**config.mk**
```make
export PLATFORM = sky130hd
export DESIGN_NAME = i2c_register_access_master_top
export DESIGN_NICKNAME = d
export VERILOG_FILES = /design/src/rtl/i2cram_pkg.sv /design/src/rtl/i2c_register_access_master_top.sv /design/src/rtl/i2cram_front.sv /design/src/rtl/i2cram_back.sv
export SDC_FILE = /design/constraint.sdc
export NUM_CORES = 1
export LEC_CHECK = 0
export BUFFER_PORTS_ARGS = -buffer_cell sky130_fd_sc_hd__buf_4
export CAP_MARGIN = 20
export CORE_AREA = 2 2 171 123
export CTS_CLUSTER_SIZE = 20
export DETAILED_ROUTE_END_ITERATION = 6
export DIE_AREA = 0 0 173 125
export SYNTH_ARGS = -nofsm -noshare
export SYNTH_HDL_FRONTEND = slang
export SYNTH_HIERARCHICAL = 1
export SYNTH_SLANG_ARGS = --single-unit
export TNS_END_PERCENT = 100
```
**constraint.sdc**
```tcl
create_clock -name clk -period 3.64 [get_ports clk]
set_clock_uncertainty 0.2 [all_clocks]
set_input_delay 0.364 -clock clk [delete_from_list [all_inputs] [get_ports clk]]
set_output_delay 0.364 -clock clk [all_outputs]
set_load 0.005 [all_outputs]
```
**src/rtl/i2cram_pkg.sv**
```systemverilog
`timescale 1ns / 1ps

package i2cram_pkg;

    localparam int unsigned InWidth  = 35;
    localparam int unsigned InBytes  = 40;
    localparam int unsigned OutWidth = 16;
    localparam int unsigned QueueDepth = 2;
    localparam logic [7:0] TimeoutReset = 8'd100;

    typedef enum logic [1:0] {
        OP_TICK  = 2'd0,
        OP_WRITE = 2'd1,
        OP_READ  = 2'd2,
        OP_NONE  = 2'd3
    } opcode_t;

    typedef enum logic [4:0] {
        PH_IDLE, PH_S0, PH_S1, PH_S2, PH_S3,
        PH_TX0, PH_TX1, PH_TX2, PH_TX3,
        PH_AK0, PH_AK1, PH_AKP, PH_AKL,
        PH_RX0, PH_RX1, PH_RX2, PH_RX3,
        PH_MK0, PH_MK1, PH_MK2, PH_MK3,
        PH_P0, PH_P1, PH_P2
    } phase_t;

    typedef enum logic [2:0] {
        STG_DEV, STG_REG, STG_DEVRD, STG_WDATA, STG_RDATA, STG_TIMEOUT, STG_OK
    } stage_t;

    // Classified item handed from front to back
    typedef struct packed {
        logic       is_tick;
        logic       is_cmd;
        logic       is_rd;
        logic [7:0] device_address;
        logic [7:0] register_address;
        logic [7:0] byte_count;
        logic [7:0] write_data;
        logic       sda_sample;
    } item_t;

    typedef struct packed {
        logic       scl_level;
        logic       sda_level;
        logic       sda_drive;
        logic [7:0] read_byte;
        logic       read_valid;
        logic       need_write_byte;
        logic       done_res;
        logic       status;
        logic       busy_res;
    } result_t;

endpackage

```
**src/rtl/i2c_register_access_master_top.sv**
```systemverilog
`timescale 1ns / 1ps
// I2C register access master.
// Slave channel s_axis_*: one beat per command or quarter-bit bus tick.
//   opcode 0 = bus tick, 1 = write transaction, 2 = read transaction.
// Master channel m_axis_*: exactly one result beat per input beat, in order,
//   carrying the driven SCL/SDA levels, SDA drive enable and status flags.
// cfg_we/cfg_wdata write ack_timeout_limit (reset value 100); write only
//   while the block is idle.
// Throughput: one beat per cycle while the receiver is ready.
// An accepted input beat passes through a two-entry queue after the
//   classifier and then one output register before its result is offered.
// Reset returns the sequencer to idle with all lines high and driven and
//   empties the queue and output register.
// When the receiver stalls, the output register holds its beat, the
//   sequencer halts, and the queue fills before s_axis_tready falls.
module i2c_register_access_master_top
    import i2cram_pkg::*;
(
    input  logic                 clk,
    input  logic                 rst_n,
    input  logic                 cfg_we,
    input  logic [7:0]           cfg_wdata,
    input  logic                 s_axis_tvalid,
    output logic                 s_axis_tready,
    // opcode[1:0] device_address[9:2] register_address[17:10]
    // byte_count[25:18] write_data[33:26] sda_sample[34], zero above
    input  logic [InBytes-1:0]   s_axis_tdata,
    output logic                 m_axis_tvalid,
    input  logic                 m_axis_tready,
    // scl_level[0] sda_level[1] sda_drive[2] read_byte[10:3] read_valid[11]
    // need_write_byte[12] done_res[13] status[14] busy_res[15]
    output logic [OutWidth-1:0]  m_axis_tdata
);

    logic [7:0] limit_reg;
    logic q_valid, q_ready;
    item_t q_item;
    result_t res;

    // Hold the timeout limit
    always_ff @(posedge clk or negedge rst_n)
    begin
        if (!rst_n) limit_reg <= TimeoutReset;
        else if (cfg_we) limit_reg <= cfg_wdata;
    end

    i2cram_front u_front (
        .clk(clk), .rst_n(rst_n),
        .in_valid(s_axis_tvalid), .in_ready(s_axis_tready), .in_data(s_axis_tdata),
        .q_valid(q_valid), .q_ready(q_ready), .q_item(q_item)
    );

    i2cram_back u_back (
        .clk(clk), .rst_n(rst_n), .timeout_limit(limit_reg),
        .q_valid(q_valid), .q_ready(q_ready), .q_item(q_item),
        .out_valid(m_axis_tvalid), .out_ready(m_axis_tready), .out_res(res)
    );

    assign m_axis_tdata = {res.busy_res, res.status, res.done_res, res.need_write_byte,
                           res.read_valid, res.read_byte, res.sda_drive, res.sda_level,
                           res.scl_level};

endmodule

```
**src/rtl/i2cram_front.sv**
```systemverilog
`timescale 1ns / 1ps

module i2cram_front
    import i2cram_pkg::*;
(
    input  logic                clk,
    input  logic                rst_n,
    input  logic                in_valid,
    output logic                in_ready,
    input  logic [InBytes-1:0]  in_data,
    output logic                q_valid,
    input  logic                q_ready,
    output item_t               q_item
);

    item_t entry_reg [QueueDepth];
    logic  wr_ptr_reg, wr_ptr_next, rd_ptr_reg, rd_ptr_next;
    logic [1:0] count_reg, count_next;
    item_t cls;
    opcode_t op;
    logic push, pop;

    // Classify the incoming beat
    always_comb
    begin
        op = opcode_t'(in_data[1:0]);
        cls.is_tick = (op == OP_TICK);
        cls.is_cmd = (op == OP_WRITE) || (op == OP_READ);
        cls.is_rd = (op == OP_READ);
        cls.device_address = in_data[9:2];
        cls.register_address = in_data[17:10];
        cls.byte_count = in_data[25:18];
        cls.write_data = in_data[33:26];
        cls.sda_sample = in_data[34];
    end

    assign in_ready = (count_reg != 2'(QueueDepth));
    assign q_valid  = (count_reg != 2'd0);
    assign q_item   = entry_reg[rd_ptr_reg];
    assign push = in_valid && in_ready;
    assign pop  = q_valid && q_ready;

    // Advance pointers and fill count
    always_comb
    begin
        wr_ptr_next = push ? ~wr_ptr_reg : wr_ptr_reg;
        rd_ptr_next = pop ? ~rd_ptr_reg : rd_ptr_reg;
        count_next = count_reg + 2'(push) - 2'(pop);
    end

    always_ff @(posedge clk or negedge rst_n)
    begin
        if (!rst_n)
        begin
            wr_ptr_reg <= 1'b0;
            rd_ptr_reg <= 1'b0;
            count_reg <= 2'd0;
        end
        else
        begin
            wr_ptr_reg <= wr_ptr_next;
            rd_ptr_reg <= rd_ptr_next;
            count_reg <= count_next;
        end
    end

    // Hold queued items
    always_ff @(posedge clk)
    begin
        if (push)
        begin
            entry_reg[wr_ptr_reg] <= cls;
        end
    end

endmodule

```
**src/rtl/i2cram_back.sv**
```systemverilog
`timescale 1ns / 1ps

module i2cram_back
    import i2cram_pkg::*;
(
    input  logic        clk,
    input  logic        rst_n,
    input  logic [7:0]  timeout_limit,
    input  logic        q_valid,
    output logic        q_ready,
    input  item_t       q_item,
    output logic        out_valid,
    input  logic        out_ready,
    output result_t     out_res
);

    phase_t phase_reg, phase_next;
    stage_t stage_reg, stage_next;
    logic [2:0] bit_reg, bit_next;
    logic [7:0] shift_reg, shift_next, left_reg, left_next, poll_reg, poll_next;
    logic [7:0] dev_reg, dev_next, regaddr_reg, regaddr_next;
    logic rd_reg, rd_next;
    logic scl_reg, scl_next, sda_reg, sda_next, drv_reg, drv_next;
    logic [7:0] rb;
    logic rv, nw, dn, st;
    logic ovalid_reg;
    result_t res_reg, res;
    logic step, adv;
    logic [7:0] tx_byte;

    assign q_ready = !ovalid_reg || out_ready;
    assign step = q_valid && q_ready;
    assign adv = step && (phase_reg != PH_IDLE) && q_item.is_tick;
    assign out_valid = ovalid_reg;
    assign out_res = res_reg;

    // Next state of the bus sequencer
    always_comb
    begin
        phase_next = phase_reg;
        stage_next = stage_reg;
        bit_next = bit_reg;
        shift_next = shift_reg;
        left_next = left_reg;
        poll_next = poll_reg;
        dev_next = dev_reg;
        regaddr_next = regaddr_reg;
        rd_next = rd_reg;
        nw = 1'b0;
        tx_byte = shift_reg;
        if (step && phase_reg == PH_IDLE && q_item.is_cmd)
        begin
            dev_next = q_item.device_address;
            regaddr_next = q_item.register_address;
            left_next = q_item.byte_count;
            rd_next = q_item.is_rd;
            stage_next = STG_DEV;
            bit_next = 3'd0;
            shift_next = 8'd0;
            poll_next = 8'd0;
            phase_next = PH_S0;
        end
        else if (adv)
        begin
            unique case (phase_reg)
                PH_S0: phase_next = PH_S1;
                PH_S1: phase_next = PH_S2;
                PH_S2: phase_next = PH_S3;
                PH_S3:
                begin
                    bit_next = 3'd7;
                    phase_next = PH_TX0;
                end
                PH_TX0:
                begin
                    if (bit_reg == 3'd7)
                    begin
                        case (stage_reg)
                            STG_DEV: tx_byte = dev_reg;
                            STG_REG: tx_byte = regaddr_reg;
                            STG_DEVRD: tx_byte = dev_reg + 8'd1;
                            STG_WDATA:
                            begin
                                tx_byte = q_item.write_data;
                                if (left_reg != 8'd0) left_next = left_reg - 8'd1;
                            end
                            default: tx_byte = shift_reg;
                        endcase
                    end
                    shift_next = tx_byte;
                    phase_next = PH_TX1;
                end
                PH_TX1: phase_next = PH_TX2;
                PH_TX2: phase_next = PH_TX3;
                PH_TX3:
                begin
                    if (bit_reg == 3'd0)
                    begin
                        poll_next = 8'd0;
                        phase_next = PH_AK0;
                    end
                    else
                    begin
                        bit_next = bit_reg - 3'd1;
                        shift_next = {shift_reg[6:0], 1'b0};
                        phase_next = PH_TX0;
                    end
                end
                PH_AK0: phase_next = PH_AK1;
                PH_AK1: phase_next = PH_AKP;
                PH_AKP:
                begin
                    if (!q_item.sda_sample) phase_next = PH_AKL;
                    else if (poll_reg >= timeout_limit)
                    begin
                        stage_next = STG_TIMEOUT;
                        phase_next = PH_P0;
                    end
                    else poll_next = poll_reg + 8'd1;
                end
                PH_AKL:
                begin
                    case (stage_reg)
                        STG_DEV:
                        begin
                            stage_next = STG_REG;
                            bit_next = 3'd7;
                            phase_next = PH_TX0;
                        end
                        STG_REG:
                        begin
                            if (rd_reg)
                            begin
                                stage_next = STG_DEVRD;
                                phase_next = PH_S0;
                            end
                            else if (left_reg != 8'd0)
                            begin
                                stage_next = STG_WDATA;
                                nw = 1'b1;
                                bit_next = 3'd7;
                                phase_next = PH_TX0;
                            end
                            else
                            begin
                                stage_next = STG_OK;
                                phase_next = PH_P0;
                            end
                        end
                        STG_DEVRD:
                        begin
                            if (left_reg != 8'd0)
                            begin
                                stage_next = STG_RDATA;
                                bit_next = 3'd7;
                                shift_next = 8'd0;
                                phase_next = PH_RX0;
                            end
                            else
                            begin
                                stage_next = STG_OK;
                                phase_next = PH_P0;
                            end
                        end
                        STG_WDATA:
                        begin
                            if (left_reg != 8'd0)
                            begin
                                nw = 1'b1;
                                bit_next = 3'd7;
                                phase_next = PH_TX0;
                            end
                            else
                            begin
                                stage_next = STG_OK;
                                phase_next = PH_P0;
                            end
                        end
                        default:
                        begin
                            stage_next = STG_OK;
                            phase_next = PH_P0;
                        end
                    endcase
                end
                PH_RX0: phase_next = PH_RX1;
                PH_RX1: phase_next = PH_RX2;
                PH_RX2:
                begin
                    shift_next = {shift_reg[6:0], q_item.sda_sample};
                    if (bit_reg == 3'd0 && left_reg != 8'd0) left_next = left_reg - 8'd1;
                    phase_next = PH_RX3;
                end
                PH_RX3:
                begin
                    if (bit_reg == 3'd0) phase_next = PH_MK0;
                    else
                    begin
                        bit_next = bit_reg - 3'd1;
                        phase_next = PH_RX0;
                    end
                end
                PH_MK0: phase_next = PH_MK1;
                PH_MK1: phase_next = PH_MK2;
                PH_MK2: phase_next = PH_MK3;
                PH_MK3:
                begin
                    if (left_reg != 8'd0)
                    begin
                        bit_next = 3'd7;
                        shift_next = 8'd0;
                        phase_next = PH_RX0;
                    end
                    else
                    begin
                        stage_next = STG_OK;
                        phase_next = PH_P0;
                    end
                end
                PH_P0: phase_next = PH_P1;
                PH_P1: phase_next = PH_P2;
                PH_P2:
                begin
                    stage_next = STG_DEV;
                    phase_next = PH_IDLE;
                end
                default:
                begin
                    stage_next = STG_DEV;
                    phase_next = PH_IDLE;
                end
            endcase
        end
    end

    // Line levels and flags for this beat
    always_comb
    begin
        scl_next = scl_reg;
        sda_next = sda_reg;
        drv_next = drv_reg;
        rb = 8'd0;
        rv = 1'b0;
        dn = 1'b0;
        st = 1'b0;
        if (adv)
        begin
            unique case (phase_reg)
                PH_S0: {scl_next, sda_next, drv_next} = {stage_reg == STG_DEV, 2'b11};
                PH_S1: {scl_next, sda_next, drv_next} = 3'b111;
                PH_S2: {scl_next, sda_next, drv_next} = 3'b101;
                PH_S3: {scl_next, sda_next, drv_next} = 3'b001;
                PH_TX0: {scl_next, sda_next, drv_next} = {1'b0, tx_byte[7], 1'b1};
                PH_TX1, PH_TX2: {scl_next, drv_next} = 2'b11;
                PH_TX3: {scl_next, drv_next} = 2'b01;
                PH_AK0, PH_AKL, PH_RX0, PH_RX3:
                    {scl_next, sda_next, drv_next} = 3'b010;
                PH_AK1, PH_AKP, PH_RX1: {scl_next, sda_next, drv_next} = 3'b110;
                PH_RX2:
                begin
                    {scl_next, sda_next, drv_next} = 3'b110;
                    if (bit_reg == 3'd0)
                    begin
                        rb = {shift_reg[6:0], q_item.sda_sample};
                        rv = 1'b1;
                    end
                end
                PH_MK0: {scl_next, sda_next, drv_next} = {1'b0, left_reg == 8'd0, 1'b1};
                PH_MK1, PH_MK2: {scl_next, drv_next} = 2'b11;
                PH_MK3: {scl_next, drv_next} = 2'b01;
                PH_P0: {scl_next, sda_next, drv_next} = 3'b001;
                PH_P1: {scl_next, sda_next, drv_next} = 3'b101;
                PH_P2:
                begin
                    {scl_next, sda_next, drv_next} = 3'b111;
                    dn = 1'b1;
                    st = (stage_reg == STG_TIMEOUT);
                end
                default: {scl_next, sda_next, drv_next} = 3'b111;
            endcase
        end
        res.scl_level = scl_next;
        res.sda_level = sda_next;
        res.sda_drive = drv_next;
        res.read_byte = rb;
        res.read_valid = rv;
        res.need_write_byte = nw;
        res.done_res = dn;
        res.status = st;
        res.busy_res = (phase_next != PH_IDLE);
    end

    always_ff @(posedge clk or negedge rst_n)
    begin
        if (!rst_n)
        begin
            phase_reg <= PH_IDLE;
            stage_reg <= STG_DEV;
            bit_reg <= 3'd0;
            shift_reg <= 8'd0;
            left_reg <= 8'd0;
            poll_reg <= 8'd0;
            dev_reg <= 8'd0;
            regaddr_reg <= 8'd0;
            rd_reg <= 1'b0;
            scl_reg <= 1'b1;
            sda_reg <= 1'b1;
            drv_reg <= 1'b1;
            ovalid_reg <= 1'b0;
        end
        else
        begin
            phase_reg <= phase_next;
            stage_reg <= stage_next;
            bit_reg <= bit_next;
            shift_reg <= shift_next;
            left_reg <= left_next;
            poll_reg <= poll_next;
            dev_reg <= dev_next;
            regaddr_reg <= regaddr_next;
            rd_reg <= rd_next;
            scl_reg <= scl_next;
            sda_reg <= sda_next;
            drv_reg <= drv_next;
            if (step) ovalid_reg <= 1'b1;
            else if (out_ready) ovalid_reg <= 1'b0;
        end
    end

    // Hold the result beat
    always_ff @(posedge clk)
    begin
        if (step)
        begin
            res_reg <= res;
        end
    end

endmodule

```
# == Word-level counts from Yosys, hierarchy flattened ==
# Memory sizes are Yosys's and may differ from the RTL's.
# Index checks and enable logic that the tools add are counted.
# classes
n_addsub,6
n_mul,0
div_mod_pow,0
order_cmp,1
n_eq_ne,45
n_shift,0
n_mux,65
bitwise,4
n_reduce_logical,41
# op_table
operator,count
2-to-1 mux 8 bit,18
one-hot mux 5 bit (22 select lines),1
"== test 5 x 4 -> 1 bit, second input constant",8
"== test 5 bit, second input constant",8
2-to-1 mux 5 bit,8
one-hot mux 8 bit (5 select lines),1
2-to-1 mux 3 bit,12
one-hot mux 3 bit (4 select lines),3
one-hot mux 8 bit (2 select lines),2
one-hot mux 8 bit (4 select lines),1
"== test 5 x 3 -> 1 bit, second input constant",4
one-hot mux 5 bit (4 select lines),1
OR reduction 19 bit,1
"!= test 3 x 1 -> 1 bit, second input constant",6
"adder 8 x 1 -> 8 bit, second input constant",2
"!= test 3 x 2 -> 1 bit, second input constant",5
nonzero test 5 bit,3
2-to-1 mux 1 bit,12
"== test 5 x 2 -> 1 bit, second input constant",2
AND reduction 5 bit,2
OR reduction 10 bit,1
one-hot mux 3 bit (3 select lines),1
>= comparator 8 bit,1
zero test 8 bit,1
38 further kinds,58
# word_totals
register_bits,84
latch_bits,0
ramBits,72
mem_bits_ro,0
output_inout_bits,18
mem_count,1
# mem_list
name,depth,word_bits,rd,rd_ports_with_merged_regs,wr,line,source
u_front.entry_reg,2,36,1,0,1,i2cram_front.sv:16,item_t entry_reg [QueueDepth];

# == Logic depth before layout (Yosys ltp) ==
# Gate-level depths: netlist of the first run.
# logic_depth
ltp_word,8
mapped_depth,10
mapped_depth_nobuf,8

# == Cells and area by module ==
# The synthesis of the first run kept the hierarchy.
# by_module_without_submodules
module,n_inst,cells_per_inst,area_each_um2,seq_area_each_um2
i2cram_back,1,529,4685.7,1885.6
i2cram_front,1,138,2860.2,2262.2
i2c_register_access_master_top,1,17,335.3,203.9

# == Worst setup path before layout of the first run ==
# No wires, ideal clock.
# synth_path
path_kind,register -> register
from,register u_front.count_reg[0]
to,memory u_front/entry_reg[0][0] (netlist name) (enable)
setup_time_ns,0.429
t_arrival_ns,2.180
required_time_ns,3.011
setup_slack_ns,0.831
stages_incl_launch_ff,4
path_buffers,0
period_less_slack_ns,2.809
path_cell_list,dfrtp_1 nand2b_1 nand2_1 nor2_1
# synth_between
elab_chain_len,4
# synth_rtl
item,line,source
start: declaration,i2cram_front.sv:18,"logic [1:0] count_reg, count_next;"
start signal: assignment,i2cram_front.sv:63,count_reg <= count_next;
!= test 2 bit,i2cram_front.sv:37,assign in_ready = (count_reg != 2'(QueueDepth));
net s_axis_tready,i2c_register_access_master_top.sv:24,"output logic s_axis_tready,"
logical AND 1 bit,i2cram_front.sv:40,assign push = in_valid && in_ready;
2-to-1 mux 1 bit,i2cram_front.sv:70,if (push)
2-to-1 mux 1 bit (implied by the code),i2cram_front.sv:72,entry_reg[wr_ptr_reg] <= cls;
end: declaration,i2cram_front.sv:16,
# The timed path passes the listed nets, and every way through them passes these cells.

# == Worst setup path in the final report of the first run ==
# layout_path
from,register u_back.phase_reg[2]
to,register u_back.bit_reg[0]
# layout_between
elab_chain_len,5
# layout_rtl
item,line,source
start: declaration,i2cram_back.sv:17,"phase_t phase_reg, phase_next;"
start signal: assignment,i2cram_back.sv:313,phase_reg <= phase_next;
"== test 5 x 4 -> 1 bit, or another cell as far along",i2cram_back.sv:65,unique case (phase_reg)
"OR reduction 2 bit (no source line), or another cell as far along",n/a,
"one-hot mux 3 bit (4 select lines), or another cell as far along",i2cram_back.sv:65,
"2-to-1 mux 3 bit, or another cell as far along",i2cram_back.sv:63,else if (adv)
2-to-1 mux 3 bit / AND reduction 5 bit (equally long branches),n/a,
end signal: assignment,i2cram_back.sv:315,bit_reg <= bit_next;
end: declaration,i2cram_back.sv:19,"logic [2:0] bit_reg, bit_next;"
# Parallel ways exist; a longest one is shown, timed or not. The select of a mux whose other input is x is not followed.
# A chain may end at the register's enable or synchronous reset.

==> results of run 1 <==
[report_power, final]
| part | internal [uW] | switching [uW] |
|---|---|---|
| logic | 969 | 1160 |
| clock network | 992 | 729 |
| registers | 2460 | 440 |
| total | 4420 | 2330 |
[synth_stat cells, drive strengths merged (3+ instances only)]
cell | n | area, um2
a211oi | 5 | 37.54
a21o | 6 | 45.04
a21oi | 36 | 183.9
a221o | 6 | 60.06
a22oi | 4 | 30.03
a31oi | 8 | 50.05
a32oi | 5 | 43.79
and2 | 5 | 31.28
and3 | 13 | 81.33
buf | 23 | 142.6
clkbuf | 16 | 62.56
dfrtp | 62 | 1551
dfstp | 6 | 157.7
edfxtp | 88 | 2643
ha | 17 | 212.7
inv | 20 | 75.07
mux2 | 50 | 593.1
nand2 | 82 | 307.8
nand2b | 13 | 81.33
nand3 | 16 | 80.08
nand3b | 3 | 22.52
nand4 | 4 | 25.02
nand4b | 3 | 26.28
nor2 | 32 | 125.1
nor2b | 4 | 25.02
nor3 | 13 | 87.58
nor4 | 3 | 25.02
o211ai | 5 | 51.30
o21a | 8 | 60.06
o21ai | 35 | 175.2
o221ai | 5 | 50.04
o22a | 3 | 26.28
o22ai | 4 | 31.28
o31ai | 11 | 82.58
or2 | 6 | 37.54
or3 | 8 | 50.05
or4 | 6 | 48.80
xnor2 | 14 | 122.6
xor2 | 7 | 61.31
[area by class of cell]
cell class                 count  area [um2]
multi-input combinational    469        3257
inverter                      20       75.07
timing repair buffer         124        1049
clock inverter                10       106.4
clock buffer                  22       464.2
sequential                   156        4352
fill                        1874       10500
tap                          276       345.3
[metal layers]
metal,track usage (%),part of all wire [%],up-vias
met2,26.05,43,184
li1,-,-,2756
met4,6.431,1.6,0
met1,25.84,49,2841
met5,0,0,-
met3,3.863,5.6,26
[per-stage QoR]
step,hold slack [ns],cells,utilization (%)
floorplan,-0.1316,684,-
global placement,0.2611,1002,42.87
detailed placement,0.2738,1002,42.87
CTS,0.06316,1076,47.78
global route,0.07597,1077,47.88
finish,0.08155,1077,47.88
[layout by cell type, fill, tap and decap left out, drive strengths merged, types with 5 or more instances in the layout]
master	n
nor3	13
ha	17
o21ai	35
dfstp	6
a21oi	36
inv	25
buf	82
or3	8
a31oi	8
a221o	6
xnor2	14
clkbuf	22
and3	13
o221ai	5
a211oi	5
a21o	6
o211ai	5
mux2	50
xor2	7
o31ai	11
nand2b	13
dfrtp	62
and2	5
edfxtp	88
nor2	32
or4	6
dlygate4sd3	42
or2	6
nand2	82
o21a	8
nand3	16
a32oi	5
[final timing paths]
kind / from / to / slack [ns] / cells after the start
setup / recovery: u_back/phase_reg[2] / u_back/bit_reg[0] / 0.46 / 5
hold / removal: s_axis_tdata[1] / u_front/entry_reg[0][33] / 0.08 / 2
setup reg to reg: u_back/phase_reg[2] / u_back/bit_reg[0] / 0.46 / 5
hold reg to reg: u_back/regaddr_reg[5] / u_back/regaddr_reg[5] / 0.29 / 2
max in group asynchronous: rst_n / u_back/shift_reg[0] / 2.21 / 2
min in group asynchronous: rst_n / u_front/count_reg[1] / 0.38 / 2
[cells by family after synthesis]
group,Yosys count
and+or+nand+nor,219
muxes,53
DFF,156
AOI/OAI and AO/OA,159
adders and majority gates,17
xor gates and xnor gates,21
buffers and inverters,59
[repair_timing]
action / in CTS / in global routing
endpoints found under the hold margin: 136 / 0
resized for setup: 0 / 0
hold buffers: 42 / 0
==> results.txt, run 1 <==
The period utilization was 87.43%; the maximum VDD drop was 0.3341 mV. Multiplexer cells account for 8.065% of the synthesized area. The number of flip-flops and latches in the synthesized netlist works out to 156. The starting DRC count in detailed routing is 575, and the worst-case clock buffer depth is 2. The post-route netlist has 23.10% of its cells at a drive strength greater than 1.

The root buffer cell chosen for the clock tree is sky130_fd_sc_hd__clkbuf_16. The simple-gate portion of the synthesized area is 14.32%. Setup repair after global routing left no endpoint under its margin.

STA puts the critical path data required time at 3.80 ns. The hold violation count in the final report is 0. The worst-path maximum fanout was 31; the number of H-tree levels was 4. Setup violations remaining at the end of the flow were counted as 0. The synthesized netlist occupies a cell area of 0.007881 mm2.

The average instance in the mapped netlist occupies 11.52 um2. The run gives 5703 as the via count of the first global-routing pass. In this run the power density over the cells is 699.6 mW/mm2. The average routed wire per standard cell is 17.11 um, and the number of primary I/O pins is 71. For the post-CTS setup-driven buffer insertion count, the log shows 0.

The wire-length estimate of the detail-placed layout is 12500 um. The proportion of register bits with asynchronous set or reset after synthesis was 43.59%; the area of all placed cells without fillers was 0.009648 mm2. On the critical path the largest part of the delay comes from compound AO/OA/AOI/OAI gates. The tools report the initial antenna violation count as 0.

The final-report max-slew violation count is 0, and the clock-pin slew on the worst setup and hold paths is 0.06 ns. The first-pass detailed-route iteration total is 5, and the transition time at the pin with the least slew margin is 0.9942 ns. Among all stages on the critical path, the largest delay is contributed by sky130_fd_sc_hd__dfrtp_1. On the worst path, the slowest cell contributes a delay of 1.00 ns.

The worst setup path is of the register to register kind. The kind of capture point of the worst setup path is a register. Post-synthesis instance total: 684. The worst setup path is launched from a register. The floorplan die area is 0.02163 mm2, and the placer's final routability congestion estimate is 0.8929. The number of warnings reported in the yosys synthesis log was 6; the post-layout minimum cycle time was 3.183 ns. The overall global routing resource usage was 17.73%. The clock latency of the later-clocked register in the worst-skew pair was 0.42 ns; the xor/xnor share of the synthesized area was 2.334%. Summing over every cut layer, the via total after detailed routing is 5807. STA puts the critical path data arrival time at 3.34 ns. The arithmetic-cell share of the synthesized area counting full adders, half adders and majority gates came out at 2.699%. The least setup slack across all paths after layout was 0.4575 ns. Class of the tightest hold or removal check: input port to register. In the routed layout, each cell is associated on average with a via count of 5.392. For the final total negative setup slack, the log shows 0 ns.

For this design the static power due to leakage is 0.003822 uW. For this run, the post-layout net count is 858. The area growth from synthesis to layout is 22.42%. Chip width: 173 um. Primary flip-flop cell chosen by synthesis mapping: sky130_fd_sc_hd__edfxtp_1. Traced cell by cell, the critical path runs through inv_1 > a2111oi_0 > o22ai_1 > a211oi_1 > a21o_1. The clock net in this run drives a total of 156 sinks. The CTS buffer count came out at 17. Counting flops with a built-in enable in the synthesized netlist gives 88. The worst max-slew margin expressed relative to the limit was 33.72%; the starting density of the core was 39.11%. For this run, the top clock speed supported by timing is 0.3142 GHz. The number of antenna-violating nets in the routed design is 0, and the part of the Yosys area used for sequential elements is 55.22%.

For this run, design rule violations remaining after detail routing come to 0. The register with the most flip-flops in the layout has 72 of them. After detailed placement, the total cell area comes to 0.008637 mm2. 0 antenna diodes ended up in the layout.

TritonCTS built the clock tree. The main combinational cell family by area after synthesis was simple AND/OR/NAND/NOR gates. Remaining global-route overflow: 0. The design draws 6750 uW.

OpenSTA, run right after detailed placement, puts the worst setup slack at 0.6029 ns. The core region is 0.02015 mm2. The flow ran to the end, and the final reports show no timing, DRC or antenna violations.

Entering global routing, the biggest net connects 69 pins. After synthesis, the netlist uses 78 different library cells. The number of buffer and inverter instances along the worst setup path is 1. The first global-routing pass estimated 30290 um of wire. The count of buffers inserted at the top-level ports is 65, and the vertical extent of the die is 125 um.

The number of nets in the synthesized netlist is 754. Max-cap violations in this run came to 0. The compound-cell area share of the yosys netlist is 13.81%, and the number of cell rows is 44.

Total wire length: 18430 um.
No activity file was read; power rests on OpenSTA's default activity.
==> run 2, diff against run 1 <==
Settings changed: RECOVER_POWER from default to 50.
==> results.txt, run 2 (synthesis results as in run 1) <==
Clock-pin slew was measured on the worst setup and hold paths at 0.06 ns. The logs give 0.02163 mm2 for the floorplan die area and 17 for the CTS buffer count. In this run the cell area measured after placement is 0.008637 mm2. The total via count in the routed design was 5741; the period utilization was 87.23%. Cells with a size suffix above 1 make up 21.97% of the layout. Global routing consumed, over all layers together, 17.73% of the routing resources. In this run the static leakage power is 0.003783 uW. For the starting DRC count in detailed routing, the log shows 513. STA classifies the critical path endpoint as a register.

For this design the ratio of total power to cell area is 699.5 mW/mm2. Setup repair after global routing left no endpoint under its margin. The run finished, with violations left. The number of clock sinks seen by CTS is 156, and the final total negative setup slack is 0 ns. The post-detailed-route DRC marker count came out at 0. 71 I/O pins were placed. Summed over all nets, the half-perimeter wirelength after detailed placement is 12500 um. The number of antenna diodes in the final layout is 0.

The class of the tightest hold or removal check is input port to register. The net count of the finished layout is 858. The library cell used most frequently in the layout, excluding fill and tap cells, is sky130_fd_sc_hd__edfxtp_1.

For this run the aggregate overflow at the end of global routing stands at 0. TritonCTS built the clock tree. The initial antenna violation count was 0; the post-CTS setup-driven buffer insertion count was 0. The run gives 69 as the final-report max-slew violation count. The core region is 0.02015 mm2. The logs give 0.8929 for the placer's final routability congestion estimate and 44 for the number of cell rows. The tools report the cell at the root of the clock tree as sky130_fd_sc_hd__clkbuf_16. The layout overhead on the synthesized area was 21.96%; the count of buffers inserted at the top-level ports was 65. The first-pass detailed-route iteration total came out at 5. For the worst setup path, the data required time is 3.80 ns.

The register with the most flip-flops in the layout has 72 of them. The worst hold slack after final layout came out at 0.08185 ns. Worst-path maximum fanout: 31.

The via count of the first global-routing pass was 5703. The hold violation count in the final report is 0, and the max-capacitance violation count is 1. In the layout the commonest cells are sky130_fd_sc_hd__edfxtp_1 (88), sky130_fd_sc_hd__nand2_1 (82), sky130_fd_sc_hd__dfrtp_1 (62).

The final setup violation count was 0. Counting I/O delays and the setup requirement, the final critical path takes 3.175 ns. At the worst endpoint, the arrival time is 3.34 ns.

For the maximum VDD drop, the log shows 0.3338 mV. Static timing analysis puts the maximum clock frequency at 0.3150 GHz. Starting density of the core: 39.11%. The final reports fail on max-capacitance violations, max-slew violations.

Measured along the y axis, the die boundary spans 125 um. At the pin with the least slew margin, the transition time is 1.766 ns. The run gives 18350 um as the total wire length.

The longest clock path from root to sink contains 2 buffers. The number of H-tree levels was 4; the number of antenna-violating nets in the routed design was 0. The clock reaches the later pin of the worst-skew pair after 0.42 ns. The category of the critical setup timing path is register to register. In the final routed layout, each cell accounts on average for 17.04 um.

Dividing the detail-routed via count by the number of cells gives 5.331. The tools report the kind of launch point of the worst setup path as a register. The die is 173 um wide. For the area of all placed cells without fillers, the log shows 0.009612 mm2. The run gives 30290 um as the global-route wire length before repair.

The worst max-slew margin expressed relative to the limit was -17.77%. For the pin count of the biggest net entering global routing, the log shows 69.
## run 2: cell type report
type | count | area (um2)
Inverter | 20 | 75.07
Clock inverter | 10 | 106.4
Multi-Input combinational cell | 469 | 3249
Sequential cell | 156 | 4352
Clock buffer | 22 | 464.2
Fill cell | 1882 | 10540
Tap cell | 276 | 345.3
Timing Repair Buffer | 124 | 1020
## run 2: layer usage
layer / routed length, um / GRT usage, %
met1: 9070 / 25.84
met2: 8016 / 26.05
met3: 1031 / 3.863
met4: 231 / 6.431
met5: 0 / 0
## run 2: per-stage QoR
| stage | instances | utilization [%] | total power, uW | worst slack, ns |
|---|---|---|---|---|
| after floorplan | 684 | - | 4303 | 0.8310 |
| after global placement | 1002 | 42.87 | 4931 | 0.5996 |
| after detailed placement | 1002 | 42.87 | 4990 | 0.6029 |
| after CTS | 1076 | 47.78 | 6780 | 0.5945 |
| after global routing | 1077 | 47.70 | 7145 | 0.1723 |
| final | 1077 | 47.70 | 6723 | 0.4649 |
## run 2: critical path: stages, from the launching register on
cell and delay [ns]:
sky130_fd_sc_hd__dfrtp_1 0.98, sky130_fd_sc_hd__inv_1 0.26, sky130_fd_sc_hd__a2111oi_0 0.84, sky130_fd_sc_hd__o22ai_1 0.39, sky130_fd_sc_hd__a211oi_1 0.31, sky130_fd_sc_hd__a21o_1 0.13
## run 2: path summary, 6_finish.rpt
kind / depth (start not counted) / from / end / slack [ns]
worst max register to register: 5 / u_back/phase_reg[2] / u_back/bit_reg[0] / 0.46
max in group asynchronous: 2 / rst_n / u_back/left_reg[7] / 1.42
min in group asynchronous: 2 / rst_n / u_front/count_reg[1] / 0.72
worst max-delay path: 5 / u_back/phase_reg[2] / u_back/bit_reg[0] / 0.46
worst min register to register: 2 / u_back/regaddr_reg[5] / u_back/regaddr_reg[5] / 0.29
worst min-delay path: 3 / s_axis_tvalid / u_front/wr_ptr_reg / 0.08
## run 2: power by group
group          internal, uW  switching [uW]  total (uW)
clock                   992             726        1720
sequential             2460             436        2890
combinational           952            1160        2110
## run 2: what timing repair did
action	CTS	global route
resized for setup	0	0
hold buffers	42	0
endpoints found under the hold margin	136	0
